### src/sv/assert_macros.svh
// Assertion macros shared by the decoder RTL.
// All macros sample on aclk and are switched off while aresetn is low.
`ifndef ASSERT_MACROS_SVH
`define ASSERT_MACROS_SVH

// Property must hold at every clock edge.
`define ASSERT_ALWAYS(label, prop, msg) \
    label: assert property (@(posedge aclk) disable iff (!aresetn) (prop)) \
        else $error(msg);

// Consequent must hold in the same cycle as the antecedent.
`define ASSERT_IMPLY(label, ante, cons, msg) \
    label: assert property (@(posedge aclk) disable iff (!aresetn) (ante) |-> (cons)) \
        else $error(msg);

// Consequent must hold in the cycle after the antecedent.
`define ASSERT_NEXT(label, ante, cons, msg) \
    label: assert property (@(posedge aclk) disable iff (!aresetn) (ante) |=> (cons)) \
        else $error(msg);

`endif

### src/sv/ppmrc_pkg.sv
// ----------------------------------------------------------------------------
// ppmrc_pkg: shared types and constants of the PPM channel decoder
// Configuration record, register indexes, slot and result types.
// ----------------------------------------------------------------------------
package ppmrc_pkg;

    // Transaction kinds on the input stream (tuser)
    typedef enum logic {
        OP_EDGE = 1'b0,
        OP_POLL = 1'b1
    } op_t;

    // Configuration register indexes (byte address = 4 * index)
    typedef enum logic [2:0] {
        REG_SYNC_THRESHOLD = 3'd0,
        REG_LOST_LOW       = 3'd1,
        REG_LOST_HIGH      = 3'd2,
        REG_DZ_ROLL_PITCH  = 3'd3,
        REG_DZ_YAW         = 3'd4,
        REG_SWITCH_MID     = 3'd5,
        REG_THREE_POS_LOW  = 3'd6,
        REG_THREE_POS_HIGH = 3'd7
    } reg_idx_t;

    localparam int CFG_AW   = 5;
    localparam int CFG_DW   = 32;
    localparam int SLOT_W   = 12;
    localparam int MAP_CH   = 8;
    // Measured width: 16-bit microseconds plus an overflow bit
    localparam int WIDTH_W  = 17;

    localparam logic [SLOT_W-1:0] SLOT_MAX    = 12'd4095;
    localparam logic [SLOT_W-1:0] THR_BASE    = 12'd1000;
    localparam logic [SLOT_W-1:0] THR_TOP     = 12'd2000;
    localparam logic [9:0]        THR_FULL    = 10'd1000;
    localparam logic signed [12:0] ATT_CENTRE = 13'sd1500;
    localparam logic signed [12:0] ATT_LIMIT  = 13'sd1500;

    // Reset values of the configuration registers
    localparam logic [15:0] RST_SYNC_THRESHOLD = 16'd3000;
    localparam logic [11:0] RST_LOST_LOW       = 12'd800;
    localparam logic [11:0] RST_LOST_HIGH      = 12'd2200;
    localparam logic [10:0] RST_DZ_ROLL_PITCH  = 11'd10;
    localparam logic [10:0] RST_DZ_YAW         = 11'd15;
    localparam logic [11:0] RST_SWITCH_MID     = 12'd1500;
    localparam logic [11:0] RST_THREE_POS_LOW  = 12'd1300;
    localparam logic [11:0] RST_THREE_POS_HIGH = 12'd1700;

    typedef logic [SLOT_W-1:0] slot_t;
    typedef logic signed [11:0] att_t;
    typedef slot_t [MAP_CH-1:0] map_ch_t;

    typedef struct packed {
        logic [15:0] sync_threshold_us;
        logic [11:0] lost_low_us;
        logic [11:0] lost_high_us;
        logic [10:0] deadzone_roll_pitch;
        logic [10:0] yaw_deadband;
        logic [11:0] switch_mid_us;
        logic [11:0] three_pos_low_us;
        logic [11:0] three_pos_high_us;
    } cfg_t;

    // Result record: last member lands in the lowest bits of tdata
    typedef struct packed {
        logic       manual_hold;
        logic       rc_lost;
        logic       switch_d;
        logic [1:0] switch_c;
        logic       switch_b;
        logic       switch_a;
        att_t       yaw_steps;
        att_t       pitch_steps;
        att_t       roll_steps;
        logic [9:0] throttle_tenths;
    } res_t;

    localparam int RES_W   = $bits(res_t);
    localparam int M_TDATA_W = ((RES_W + 7) / 8) * 8;

endpackage

### src/sv/ppmrc_cfg_regs.sv
// ----------------------------------------------------------------------------
// ppmrc_cfg_regs: APB configuration registers
// Eight threshold registers, written on the APB access phase, read back
// through a plain address decode.
// ----------------------------------------------------------------------------
module ppmrc_cfg_regs (
    input  logic                           aclk,
    input  logic                           aresetn,
    input  logic                           psel,
    input  logic                           penable,
    input  logic                           pwrite,
    input  logic [ppmrc_pkg::CFG_AW-1:0]   paddr,
    input  logic [ppmrc_pkg::CFG_DW-1:0]   pwdata,
    output logic [ppmrc_pkg::CFG_DW-1:0]   prdata,
    output logic                           pready,
    output ppmrc_pkg::cfg_t                cfg
);

    ppmrc_pkg::cfg_t      cfg_reg;
    ppmrc_pkg::reg_idx_t  reg_idx;
    logic                 wr_en;

    assign pready  = 1'b1;
    assign reg_idx = ppmrc_pkg::reg_idx_t'(paddr[ppmrc_pkg::CFG_AW-1:2]);
    assign wr_en   = psel && penable && pwrite && pready;
    assign cfg     = cfg_reg;

    // Write the addressed register
    always_ff @(posedge aclk) begin
        if (!aresetn) begin
            cfg_reg.sync_threshold_us   <= ppmrc_pkg::RST_SYNC_THRESHOLD;
            cfg_reg.lost_low_us         <= ppmrc_pkg::RST_LOST_LOW;
            cfg_reg.lost_high_us        <= ppmrc_pkg::RST_LOST_HIGH;
            cfg_reg.deadzone_roll_pitch <= ppmrc_pkg::RST_DZ_ROLL_PITCH;
            cfg_reg.yaw_deadband        <= ppmrc_pkg::RST_DZ_YAW;
            cfg_reg.switch_mid_us       <= ppmrc_pkg::RST_SWITCH_MID;
            cfg_reg.three_pos_low_us    <= ppmrc_pkg::RST_THREE_POS_LOW;
            cfg_reg.three_pos_high_us   <= ppmrc_pkg::RST_THREE_POS_HIGH;
        end else if (wr_en) begin
            case (reg_idx)
                ppmrc_pkg::REG_SYNC_THRESHOLD: cfg_reg.sync_threshold_us   <= pwdata[15:0];
                ppmrc_pkg::REG_LOST_LOW:       cfg_reg.lost_low_us         <= pwdata[11:0];
                ppmrc_pkg::REG_LOST_HIGH:      cfg_reg.lost_high_us        <= pwdata[11:0];
                ppmrc_pkg::REG_DZ_ROLL_PITCH:  cfg_reg.deadzone_roll_pitch <= pwdata[10:0];
                ppmrc_pkg::REG_DZ_YAW:         cfg_reg.yaw_deadband        <= pwdata[10:0];
                ppmrc_pkg::REG_SWITCH_MID:     cfg_reg.switch_mid_us       <= pwdata[11:0];
                ppmrc_pkg::REG_THREE_POS_LOW:  cfg_reg.three_pos_low_us    <= pwdata[11:0];
                ppmrc_pkg::REG_THREE_POS_HIGH: cfg_reg.three_pos_high_us   <= pwdata[11:0];
                default: ;
            endcase
        end
    end

    // Read back the addressed register
    always_comb begin
        case (reg_idx)
            ppmrc_pkg::REG_SYNC_THRESHOLD: prdata = {16'd0, cfg_reg.sync_threshold_us};
            ppmrc_pkg::REG_LOST_LOW:       prdata = {20'd0, cfg_reg.lost_low_us};
            ppmrc_pkg::REG_LOST_HIGH:      prdata = {20'd0, cfg_reg.lost_high_us};
            ppmrc_pkg::REG_DZ_ROLL_PITCH:  prdata = {21'd0, cfg_reg.deadzone_roll_pitch};
            ppmrc_pkg::REG_DZ_YAW:         prdata = {21'd0, cfg_reg.yaw_deadband};
            ppmrc_pkg::REG_SWITCH_MID:     prdata = {20'd0, cfg_reg.switch_mid_us};
            ppmrc_pkg::REG_THREE_POS_LOW:  prdata = {20'd0, cfg_reg.three_pos_low_us};
            ppmrc_pkg::REG_THREE_POS_HIGH: prdata = {20'd0, cfg_reg.three_pos_high_us};
            default:                       prdata = '0;
        endcase
    end

endmodule

### src/sv/ppmrc_width_meas.sv
// ----------------------------------------------------------------------------
// ppmrc_width_meas: pulse width measurement
// Subtracts the previous edge timestamp, then divides the tick count by the
// tick rate with a reciprocal multiply. Widths of 65536 us or more are
// flagged in the top bit.
// ----------------------------------------------------------------------------
module ppmrc_width_meas #(
    parameter int TICKS_PER_US = 80
) (
    input  logic                              aclk,
    input  logic                              aresetn,
    input  logic [31:0]                       edge_time,
    input  logic                              take_edge,
    input  logic                              ld_diff,
    input  logic                              ld_width,
    output logic [ppmrc_pkg::WIDTH_W-1:0]     width
);

    // Dividend bits needed below the overflow limit (65536 us)
    localparam int DIV_N = 24;
    localparam int DIV_L = $clog2(TICKS_PER_US);
    localparam int DIV_S = DIV_N + DIV_L;
    localparam int MUL_W = DIV_N + 1;
    localparam int PROD_W = DIV_N + MUL_W;
    localparam longint unsigned DIV_M =
        ((64'd1 << DIV_S) + longint'(TICKS_PER_US) - 64'd1) / longint'(TICKS_PER_US);
    localparam logic [MUL_W-1:0] RECIP = MUL_W'(DIV_M);
    localparam logic [31:0] OVF_TICKS = 32'(65536 * TICKS_PER_US);

    logic [31:0]                    prev_edge_reg;
    logic [31:0]                    diff_reg;
    logic [31:0]                    diff_next;
    logic [PROD_W-1:0]              prod;
    logic                           ovf;
    logic [ppmrc_pkg::WIDTH_W-1:0]  width_reg;
    logic [ppmrc_pkg::WIDTH_W-1:0]  width_next;

    assign diff_next = edge_time - prev_edge_reg;

    // Track the timestamp of the last edge
    always_ff @(posedge aclk) begin
        if (!aresetn) begin
            prev_edge_reg <= '0;
        end else if (take_edge) begin
            prev_edge_reg <= edge_time;
        end
    end

    // Hold the tick difference
    always_ff @(posedge aclk) begin
        if (ld_diff) begin
            diff_reg <= diff_next;
        end
    end

    // Divide by the tick rate; exact for every dividend below 2^DIV_N
    assign prod = {{MUL_W{1'b0}}, diff_reg[DIV_N-1:0]} * {{DIV_N{1'b0}}, RECIP};
    assign ovf  = (diff_reg >= OVF_TICKS);

    always_comb begin
        if (ovf) begin
            width_next = {1'b1, 16'd0};
        end else begin
            width_next = {1'b0, prod[DIV_S +: 16]};
        end
    end

    always_ff @(posedge aclk) begin
        if (ld_width) begin
            width_reg <= width_next;
        end
    end

    assign width = width_reg;

endmodule

### src/sv/ppmrc_chan_map.sv
// ----------------------------------------------------------------------------
// ppmrc_chan_map: channel to control mapping
// Turns the stored channel widths into throttle, attitude steps, switch
// positions and the signal-lost flag.
// ----------------------------------------------------------------------------
module ppmrc_chan_map (
    input  ppmrc_pkg::map_ch_t  ch,
    input  logic                armed,
    input  ppmrc_pkg::cfg_t     cfg,
    output ppmrc_pkg::res_t     res
);

    // Offset from centre, zeroed inside the deadzone, clipped at the top
    function automatic ppmrc_pkg::att_t attitude(ppmrc_pkg::slot_t w, logic [10:0] zone);
        logic signed [12:0] v;
        logic [12:0]        mag;
        ppmrc_pkg::att_t    r;
        v   = $signed({1'b0, w}) - ppmrc_pkg::ATT_CENTRE;
        mag = v[12] ? 13'(-v) : 13'(v);
        if (mag < {2'b00, zone}) begin
            r = '0;
        end else if (v > ppmrc_pkg::ATT_LIMIT) begin
            r = ppmrc_pkg::att_t'(ppmrc_pkg::ATT_LIMIT);
        end else begin
            r = v[11:0];
        end
        return r;
    endfunction

    logic       sw_a;
    logic [1:0] sw_c;
    logic [9:0] thr;

    // Clamp throttle to the 1000..2000 us band
    always_comb begin
        if (ch[2] <= ppmrc_pkg::THR_BASE) begin
            thr = '0;
        end else if (ch[2] > ppmrc_pkg::THR_TOP) begin
            thr = ppmrc_pkg::THR_FULL;
        end else begin
            thr = 10'(ch[2] - ppmrc_pkg::THR_BASE);
        end
    end

    // Three-position switch on channel six
    always_comb begin
        if (ch[6] < cfg.three_pos_low_us) begin
            sw_c = 2'd0;
        end else if (ch[6] <= cfg.three_pos_high_us) begin
            sw_c = 2'd1;
        end else begin
            sw_c = 2'd2;
        end
    end

    assign sw_a = (ch[4] > cfg.switch_mid_us);

    // Assemble the result record
    always_comb begin
        res.throttle_tenths = thr;
        res.roll_steps      = attitude(ch[0], cfg.deadzone_roll_pitch);
        res.pitch_steps     = attitude(ch[1], cfg.deadzone_roll_pitch);
        res.yaw_steps       = attitude(ch[3], cfg.yaw_deadband);
        res.switch_a        = sw_a;
        res.switch_b        = (ch[5] > cfg.switch_mid_us);
        res.switch_c        = sw_c;
        res.switch_d        = (ch[7] > cfg.switch_mid_us);
        res.rc_lost         = armed &&
                              ((ch[0] < cfg.lost_low_us) || (ch[0] > cfg.lost_high_us));
        res.manual_hold     = sw_a;
    end

endmodule

### src/sv/ppm_rc_channel_decoder.sv
// ----------------------------------------------------------------------------
// ppm_rc_channel_decoder: PPM radio-control decoder with channel mapping
// Measures pulse widths from capture edges, fills the channel slots and
// maps them to control values on a poll transaction.
//
//   Port group   Dir   Carries
//   s_axis       in    tuser: op; tdata: edge_time[31:0], armed[32]
//   m_axis       out   tdata: mapped controls (53 bits in 56)
//   apb          in    eight configuration registers at 4*index
//
// One transaction is accepted per cycle while s_tready is high; a poll
// goes through subtract, reciprocal multiply, then map into the output
// register, where m_tvalid rises. The multiply stage sets the clock limit.
// Edge transactions give no result. A stalled output fills the three inner
// stages before s_tready drops. Synchronous reset clears all control state,
// the timestamp, the channel index and every slot.
// ----------------------------------------------------------------------------
`include "assert_macros.svh"

module ppm_rc_channel_decoder #(
    parameter int NUM_CHANNELS = 8,
    parameter int TICKS_PER_US = 80
) (
    input  logic                                 aclk,
    input  logic                                 aresetn,
    // tuser: op
    input  logic                                 s_tvalid,
    output logic                                 s_tready,
    input  logic [39:0]                          s_tdata,   // edge_time[31:0], armed[32]
    input  logic                                 s_tuser,   // op[0]
    // tdata: throttle_tenths, roll_steps, pitch_steps, yaw_steps, switch_a,
    // switch_b, switch_c, switch_d, rc_lost, manual_hold
    output logic                                 m_tvalid,
    input  logic                                 m_tready,
    output logic [ppmrc_pkg::M_TDATA_W-1:0]      m_tdata,   // throttle[9:0] .. hold[52]
    input  logic                                 psel,
    input  logic                                 penable,
    input  logic                                 pwrite,
    input  logic [ppmrc_pkg::CFG_AW-1:0]         paddr,
    input  logic [ppmrc_pkg::CFG_DW-1:0]         pwdata,
    output logic [ppmrc_pkg::CFG_DW-1:0]         prdata,
    output logic                                 pready
);

    localparam int IW  = $clog2(NUM_CHANNELS + 1);
    localparam int SIW = $clog2(NUM_CHANNELS);

    ppmrc_pkg::cfg_t                 cfg;
    ppmrc_pkg::res_t                 map_res;
    ppmrc_pkg::map_ch_t              map_ch;

    // Stage registers
    logic                            v1_reg, v2_reg, v3_reg;
    ppmrc_pkg::op_t                  op1_reg, op2_reg, op3_reg;
    logic                            armed1_reg, armed2_reg, armed3_reg;
    logic [31:0]                     edge1_reg;
    logic                            rdy1, rdy2, rdy3, out_free;
    logic                            ld_diff, ld_width, take_edge;
    logic [ppmrc_pkg::WIDTH_W-1:0]   width;

    // Channel store
    logic [IW-1:0]                   chan_idx_reg;
    ppmrc_pkg::slot_t                slot_reg [NUM_CHANNELS];
    logic                            edge_commit, is_sync;
    ppmrc_pkg::slot_t                slot_next;

    // Output register
    logic                            m_tvalid_reg;
    ppmrc_pkg::res_t                 m_res_reg;
    logic                            poll_out;

    ppmrc_cfg_regs u_cfg (
        .aclk    (aclk),
        .aresetn (aresetn),
        .psel    (psel),
        .penable (penable),
        .pwrite  (pwrite),
        .paddr   (paddr),
        .pwdata  (pwdata),
        .prdata  (prdata),
        .pready  (pready),
        .cfg     (cfg)
    );

    // Stage handshakes: a stage may load when it is empty or being drained
    assign out_free = !m_tvalid_reg || m_tready;
    assign rdy3     = !v3_reg || (op3_reg == ppmrc_pkg::OP_EDGE) || out_free;
    assign rdy2     = !v2_reg || rdy3;
    assign rdy1     = !v1_reg || rdy2;
    assign s_tready = rdy1;

    assign ld_diff   = rdy2 && v1_reg;
    assign ld_width  = rdy3 && v2_reg;
    assign take_edge = ld_diff && (op1_reg == ppmrc_pkg::OP_EDGE);

    // Advance the valid bits
    always_ff @(posedge aclk) begin
        if (!aresetn) begin
            v1_reg <= 1'b0;
            v2_reg <= 1'b0;
            v3_reg <= 1'b0;
        end else begin
            if (rdy1) begin
                v1_reg <= s_tvalid;
            end
            if (rdy2) begin
                v2_reg <= v1_reg;
            end
            if (rdy3) begin
                v3_reg <= v2_reg;
            end
        end
    end

    // Advance the transaction sideband
    always_ff @(posedge aclk) begin
        if (rdy1 && s_tvalid) begin
            op1_reg    <= ppmrc_pkg::op_t'(s_tuser);
            edge1_reg  <= s_tdata[31:0];
            armed1_reg <= s_tdata[32];
        end
        if (ld_diff) begin
            op2_reg    <= op1_reg;
            armed2_reg <= armed1_reg;
        end
        if (ld_width) begin
            op3_reg    <= op2_reg;
            armed3_reg <= armed2_reg;
        end
    end

    ppmrc_width_meas #(
        .TICKS_PER_US (TICKS_PER_US)
    ) u_width (
        .aclk      (aclk),
        .aresetn   (aresetn),
        .edge_time (edge1_reg),
        .take_edge (take_edge),
        .ld_diff   (ld_diff),
        .ld_width  (ld_width),
        .width     (width)
    );

    // Store the pulse in the next slot, restart on a sync pulse
    assign edge_commit = v3_reg && (op3_reg == ppmrc_pkg::OP_EDGE);
    assign is_sync     = (width > {1'b0, cfg.sync_threshold_us});
    assign slot_next   = (width > {5'd0, ppmrc_pkg::SLOT_MAX}) ? ppmrc_pkg::SLOT_MAX
                                                               : width[ppmrc_pkg::SLOT_W-1:0];

    always_ff @(posedge aclk) begin
        if (!aresetn) begin
            chan_idx_reg <= '0;
            for (int i = 0; i < NUM_CHANNELS; i++) begin
                slot_reg[i] <= '0;
            end
        end else if (edge_commit) begin
            if (is_sync) begin
                chan_idx_reg <= '0;
            end else if (chan_idx_reg < IW'(NUM_CHANNELS)) begin
                slot_reg[chan_idx_reg[SIW-1:0]] <= slot_next;
                chan_idx_reg <= chan_idx_reg + 1'b1;
            end
        end
    end

    // Present the mapped slots
    always_comb begin
        for (int i = 0; i < ppmrc_pkg::MAP_CH; i++) begin
            map_ch[i] = slot_reg[i];
        end
    end

    ppmrc_chan_map u_map (
        .ch    (map_ch),
        .armed (armed3_reg),
        .cfg   (cfg),
        .res   (map_res)
    );

    // Load the output register on a poll, drop valid once taken
    assign poll_out = v3_reg && (op3_reg == ppmrc_pkg::OP_POLL) && out_free;

    always_ff @(posedge aclk) begin
        if (!aresetn) begin
            m_tvalid_reg <= 1'b0;
        end else if (poll_out) begin
            m_tvalid_reg <= 1'b1;
        end else if (m_tready) begin
            m_tvalid_reg <= 1'b0;
        end
    end

    always_ff @(posedge aclk) begin
        if (poll_out) begin
            m_res_reg <= map_res;
        end
    end

    assign m_tvalid = m_tvalid_reg;
    assign m_tdata  = {{(ppmrc_pkg::M_TDATA_W - ppmrc_pkg::RES_W){1'b0}}, m_res_reg};

    // Checks
    `ASSERT_IMPLY(a_stall_only_full, !s_tready, v1_reg && v2_reg && v3_reg, "input stalled with an empty stage")
    `ASSERT_IMPLY(a_result_from_poll, $rose(m_tvalid_reg), $past(v3_reg && (op3_reg == ppmrc_pkg::OP_POLL)), "result without a poll")
    `ASSERT_NEXT(a_sync_restart, edge_commit && is_sync, chan_idx_reg == '0, "sync pulse did not restart the frame")
    `ASSERT_IMPLY(a_idx_step, chan_idx_reg != $past(chan_idx_reg), (chan_idx_reg == '0) || (chan_idx_reg == $past(chan_idx_reg) + 1'b1), "channel index jumped")

endmodule

### config.mk
export PLATFORM = sky130hd
export DESIGN_NAME = ppm_rc_channel_decoder
export DESIGN_NICKNAME = d
export VERILOG_FILES = /design/src/sv/ppmrc_pkg.sv /design/src/sv/ppmrc_cfg_regs.sv /design/src/sv/ppmrc_width_meas.sv /design/src/sv/ppmrc_chan_map.sv /design/src/sv/ppm_rc_channel_decoder.sv
export VERILOG_INCLUDE_DIRS = /design/src /design/src/sv
export SDC_FILE = /design/constraint.sdc
export NUM_CORES = 1
export LEC_CHECK = 0
export BUFFER_PORTS_ARGS = -buffer_cell sky130_fd_sc_hd__clkbuf_2
export CAP_MARGIN = 20
export CORE_ASPECT_RATIO = 0.7
export CORE_MARGIN = 3
export CORE_UTILIZATION = 60
export CTS_CLUSTER_SIZE = 30
export DETAILED_ROUTE_END_ITERATION = 6
export PLACE_DENSITY_LB_ADDON = 0.08
export SLEW_MARGIN = 20
export SYNTH_ARGS = -nofsm -noshare
export SYNTH_HDL_FRONTEND = slang
export SYNTH_SLANG_ARGS = --single-unit
### constraint.sdc
create_clock -name aclk -period 13.9 [get_ports aclk]
set_input_delay 0.695 -clock aclk [delete_from_list [all_inputs] [get_ports aclk]]
set_output_delay 0.695 -clock aclk [all_outputs]
set_load 0.005 [all_outputs]
==> results.md, run 1 <==
* Leakage at 15.3 nW
* FF-to-FF setup slack at 6.16 ns
* Most common cell after layout, fill and taps aside: inv_1
* Crit path max-delay family: adder cells
* P per Cell Area at 264 mW/mm2
* Crit-path cells: inv_1 > ha_1 > fa_1 > inv_1 > fa_1 > inv_1 > ha_1 > ha_1 > fa_1 > inv_1 > fa_1 > inv_1 > ha_1 > and4_1 > nand2_1 > a211oi_1 > o31ai_2 > o21ai_2 > a21oi_4 > o21ai_2 > o21a_1 > mux2i_1 > nand4_1
* DRT Pass-1 Iters at 6
* Switching Fraction at 0.482
* Worst hold path class: in2reg
* Logic pwr share at 0.723
* Clock Power Share at 0.132
* Final core utilization at 0.666
* Die height at 194 um
* Sequential area share after synthesis at 0.325
* Layout cell share with drive strength beyond 1 at 0.0808
* Max VDD drop at 0.000610 V
* Rel. slew slack at 0.209
* Top post-synthesis cells by area: edfxtp_1, ha_1, fa_1
* Worst r2r dst: u_width.width[15]
* Ant. Diodes at 0
* Placed instance area at 0.0315 mm2
* Post-route cell area at 0.0330 mm2
* Max FFs per register at 98
* CP Capture Type: register
* Max-slew violation count at 0
* Cell Area, Synth at 0.0302 mm2
* CTS root buffer: clkbuf_16
* Initial DRC Count at 2075
* GRT Total Usage at 0.304
* # IOs at 176
* Avg WL per Cell at 20.6 um
* Buffers inserted by post-CTS timing repair at 0
* Die Width at 274 um
* Net load switching power at 0.00420 W
* Clock buffer depth at 3
* Max Fclk at 0.129 GHz
* CTS Hold Bufs at 0
* Post-DRT Antenna Nets at 0
* Worst hold start: s_tdata[0]
* Most frequent cells in the layout: inv_1, ha_1, nand2_1
* H-tree depth at 2
* CP dominant cell by count: inv_1
* RR Startpoint: u_width.diff_reg[9]
* #FFs+latches synth at 373
* Gr ovfl total at 0
* FFs w/ async S/R, synth at 0
* CP Launch Point: u_width.diff_reg[9]
* Hold depth at 1
* HPWL after DPL at 63900 um
* Final WL at 79800 um
* Finish-stage setup viols at 0
* # DRC at 0
* Vias in the first global route at 22000
* Worst Reg-to-Reg Cells at 23
* Synth Warn # at 0
* Worst path depth at 23
* Fin crit period at 7.74 ns
* Wire length of the first global-routing pass at 124000 um
* Primary FF master, synth: edfxtp_1
* Share of the synthesized area in the top cell type at 0.234
* Initial antenna violation count at 1
* Die area at 0.0531 mm2
* Tcrit/Tclk final at 0.557
* Status: finished, final reports clean
* Synth cell types at 75
* Clk_skew at 0.0275 ns
* Gate Count Post-Synth at 3064
* # resized after CTS at 0
* Core ar. at 0.0495 mm2
* Clk sinks at 373
* Worst-path fanout max at 8
* GPL Wtd Cong at 0.972
* Kind of start point of the critical path: register
* CP required at 14.21 ns
* Worst-path clk slew at 0.07 ns
* Max cap viols at 0
* Power Total at 0.00872 W
* Final hold vios at 0
* Largest net degree at the start of global routing at 68
* EDFF count, synth at 235
* Worst path bufs/invs at 5
* Vias at 22200
* Final hold slack at 0.294 ns
* Slowest cell on crit path: a211oi_1
* Least-Margin Pin Slew at 1.18 ns
* Setup tns final at 0 ns
* Int Power at 0.00451 W
* Area growth from synthesis to layout at 9.21%
* Worst Setup Path Type: reg2reg
* Worst skew pair latency at 0.58 ns
* Average size of a mapped cell at 9.85 um2
* Routed vias/inst at 5.72
* Final #Nets at 3916
* RSZ-0062 raised after global routing: no
* Initial Util at 0.609
* CTS tree: done
* Max stage delay on crit path at 0.93 ns
* CP Capture Point: u_width.width[15]
* I/O Buffers at 130
* Area leader, netlist: edfxtp_1
* Arr. time, crit path at 8.05 ns
* Num CTS Buffers at 40
* Core Rows at 68
* Sequential share of power at 0.146
power by group through the flow:
stage | sequential (W) | combinational (W) | clock (W)
finish | 0.00127 | 0.00630 | 0.00115
global route | 0.00127 | 0.00722 | 0.00120
global placement | 0.00129 | 0.00606 | 0
CTS | 0.00127 | 0.00629 | 0.00116
floorplan | 0.00127 | 0.00479 | 0
detailed placement | 0.00129 | 0.00620 | 0
synth_stat cells (all sizes together) (29+ instances only):
library cell  instances
xor2                 43
nand2               296
xnor2                77
nor2b                41
nor3                 40
fa                  214
inv                 547
clkbuf               65
o211ai               39
nand4                29
a21boi               91
o21ai                66
dfxtp               138
edfxtp              235
nor2                229
ha                  431
a21oi               127
a21o                 81
cells by family after synthesis:
kind of cell,synth area share
adder cells (fa/ha/maj),0.321
AO/OA/AOI/OAI,0.114
buffers and inverters,0.0825
multiplexers,0.0121
flip-flops,0.325
AND/OR/NAND/NOR,0.111
XOR/XNOR,0.0348
other,0.000249
worst min-delay path by stage:
stage               slack, ns            to
global route             0.28  edge1_reg[0]
global placement         0.40       op3_reg
finish                   0.29  edge1_reg[0]
detailed placement       0.41       op3_reg
floorplan                0.40    armed2_reg
CTS                      0.27  edge1_reg[0]
worst reg2reg max path, cell delays in order (launching register included):
cell,delay (ns)
edfxtp_1,0.68
inv_1,0.11
ha_1,0.44
fa_1,0.60
inv_1,0.07
fa_1,0.54
inv_1,0.05
ha_1,0.28
ha_1,0.32
fa_1,0.54
inv_1,0.06
fa_1,0.52
inv_1,0.04
ha_1,0.35
and4_1,0.29
nand2_1,0.14
a211oi_1,0.94
o31ai_2,0.14
o21ai_2,0.35
a21oi_4,0.12
o21ai_2,0.33
o21a_1,0.26
mux2i_1,0.22
nand4_1,0.10
stage by stage:
step	worst slack, ns	cells
3_5_place_dp	6.31	3807
4_1_cts	6.26	3881
6_report	6.16	3883
3_3_place_gp	6.38	3806
5_1_grt	5.88	3883
2_1_floorplan	7.23	3082
area by class of cell:
| class | count | area (um2) |
|---|---|---|
| clock inverters | 29 | 374 |
| repair buffers | 155 | 862 |
| multi-input cells | 2069 | 18000 |
| clock buffers | 45 | 1020 |
| inverters | 547 | 2050 |
| fillers | 4001 | 16600 |
| well taps | 665 | 832 |
| flip-flops and latches | 373 | 9820 |
per-layer routing:
layer  vias to the layer above  GRT usage  part of all wire
li1                      10400          -                 -
met1                     10800      0.487              0.48
met2                       848      0.427              0.41
met3                       117     0.0511             0.091
met4                         0     0.0727             0.023
met5                         -          0                 0
(Power assumes the default switching activity.)
==> run 2, diff against run 1 <==
CORE_UTILIZATION = 57   (was 60)
clock period = 7.1 ns   (was 13.9 ns; I/O delays follow)
==> run 2 against run 1 <==
Compared with the run above: sequential cell count stayed put; core utilization is 0.90 points lower; cell count is 2.5% higher; die area is 5.1% higher; final area is 2.7% higher; highest routed layer unchanged; largest cell class unchanged; sequential share of layout area is 0.78 points lower; global-route usage is 0.34 points higher; first-iteration DRC count is 14% higher.
==> results.md, run 2 (synthesis results as in run 1) <==
* Status: finished, final reports clean
* Gr ovfl total at 0
* RR Startpoint: u_width.diff_reg[2]
* Post-route cell area at 0.0338 mm2
* Core ar. at 0.0515 mm2
* Hold depth at 3
* H-tree depth at 2
* Final hold vios at 0
* Pre-CTS WS at 0.0253 ns
* Max FFs per register at 98
* Worst-path clk slew at 0.08 ns
* Worst-path fanout max at 4
* Die height at 199 um
* Kind of start point of the critical path: register
* Avg WL per Cell at 21.3 um
* Finish-stage setup viols at 0
* Worst hold start: pwdata[15]
* # DRC at 0
* Post-DRT Antenna Nets at 0
* Largest net degree at the start of global routing at 59
* Final #Nets at 4005
* Most frequent cells in the layout: inv_1, ha_1, nand2_1
* Arr. time, crit path at 7.12 ns
* DRT Pass-1 Iters at 5
* Clk sinks at 373
* FF-to-FF setup slack at 0.28 ns
* Max cap viols at 0
* Area growth from synthesis to layout at 12.1%
* CTS root buffer: clkbuf_16
* Ant. Diodes at 0
* Most common cell after layout, fill and taps aside: inv_1
* # fillers at 4188
* I/O Buffers at 130
* Worst Setup Path Type: reg2reg
* Final WL at 84600 um
* CP Launch Point: u_width.diff_reg[2]
* Max Fclk at 0.147 GHz
* Clk_skew at 0.0535 ns
* Least-Margin Pin Slew at 1.09 ns
* Worst r2r dst: u_width.width[13]
* Initial Util at 0.586
* CTS tree: done
* Max-slew violation count at 0
* Fin crit period at 6.82 ns
* Tcrit/Tclk final at 0.961
* Initial antenna violation count at 1
* Die area at 0.0558 mm2
* Vias at 22600
* CP Capture Point: u_width.width[13]
* Initial DRC Count at 2356
* Vias in the first global route at 22200
* HPWL after DPL at 68100 um
* Worst hold path class: in2reg
* Clock buffer depth at 3
* Wire length of the first global-routing pass at 129000 um
* Core Rows at 69
* Layout cell share with drive strength beyond 1 at 0.100
* GRT Total Usage at 0.308
* Rel. slew slack at 0.272
* # IOs at 176
* Die Width at 281 um
* Num CTS Buffers at 40
* Placed instance area at 0.0319 mm2
* Worst Reg-to-Reg Cells at 24
* GPL Wtd Cong at 0.957
* CP Capture Type: register
* Routed vias/inst at 5.67
* Worst skew pair latency at 0.60 ns
* CP required at 7.40 ns
* Final worst slack at 0.277 ns
## run 2: routing by layer
metal,vias up,routed length [um],track usage
met5,-,0,0
met4,0,1650,0.0640
met3,103,9700,0.100
met2,952,32500,0.415
met1,10900,40700,0.477
li1,10600,-,-
## run 2: timing repair
action | in CTS | in global routing
pin swaps | 0 | 8
setup buffers | 0 | 3
hold endpoints to repair | 34 | 0
setup endpoints to repair | 1 | 10
gates resized for setup | 1 | 21
hold buffers | 34 | 0
## run 2: metrics by stage
| step | cells | utilization | hold slack, ns | setup TNS (ns) |
|---|---|---|---|---|
| after detailed placement | 3866 | 0.619 | 0.417 | 0 |
| after global placement | 3866 | 0.619 | 0.413 | 0 |
| after CTS | 3974 | 0.653 | 0.0158 | 0 |
| after global routing | 3981 | 0.657 | 0.0279 | -0.00160 |
| after floorplan | 3082 | - | 0.400 | 0 |
| final | 3981 | 0.657 | 0.0195 | 0 |
## run 2: worst min-delay path by stage
stage	endpoint	slack (ns)
2_1_floorplan	armed2_reg	0.40
3_3_place_gp	op3_reg	0.41
3_5_place_dp	armed3_reg	0.42
4_1_cts	u_cfg.cfg[97]	0.02
5_1_grt	u_cfg.cfg[94]	0.03
6_report	u_cfg.cfg[97]	0.02
## run 2: cell type report
| type | count | area (um2) | share of cell area |
|---|---|---|---|
| multi-input combinational | 2069 | 18100 | 0.535 |
| clock inverter | 22 | 330 | 0.00976 |
| sequential | 373 | 9820 | 0.290 |
| inverter | 547 | 2050 | 0.0607 |
| tap | 674 | 843 | 0.0249 |
| clock buffer | 52 | 1070 | 0.0315 |
| timing repair buffer | 244 | 1610 | 0.0477 |
## run 2: critical path: stages (launching register included)
cell,delay (ns)
edfxtp_1,0.42
buf_4,0.19
inv_1,0.05
ha_1,0.33
buf_4,0.19
nand2_1,0.24
nand2_1,0.15
fa_1,0.51
fa_1,0.54
fa_1,0.53
fa_1,0.55
inv_1,0.05
fa_1,0.54
inv_1,0.05
ha_1,0.30
o21ai_1,0.21
o211ai_1,0.13
a221o_1,0.39
a21oi_2,0.20
o21ai_4,0.14
a31oi_4,0.20
o31ai_2,0.12
a221oi_2,0.29
xor2_1,0.17
nor2_1,0.05
Power of run 2 is left out: the tool's default activity adds up to more than one toggle a clock period on the data nets, which glitch-free logic cannot reach.
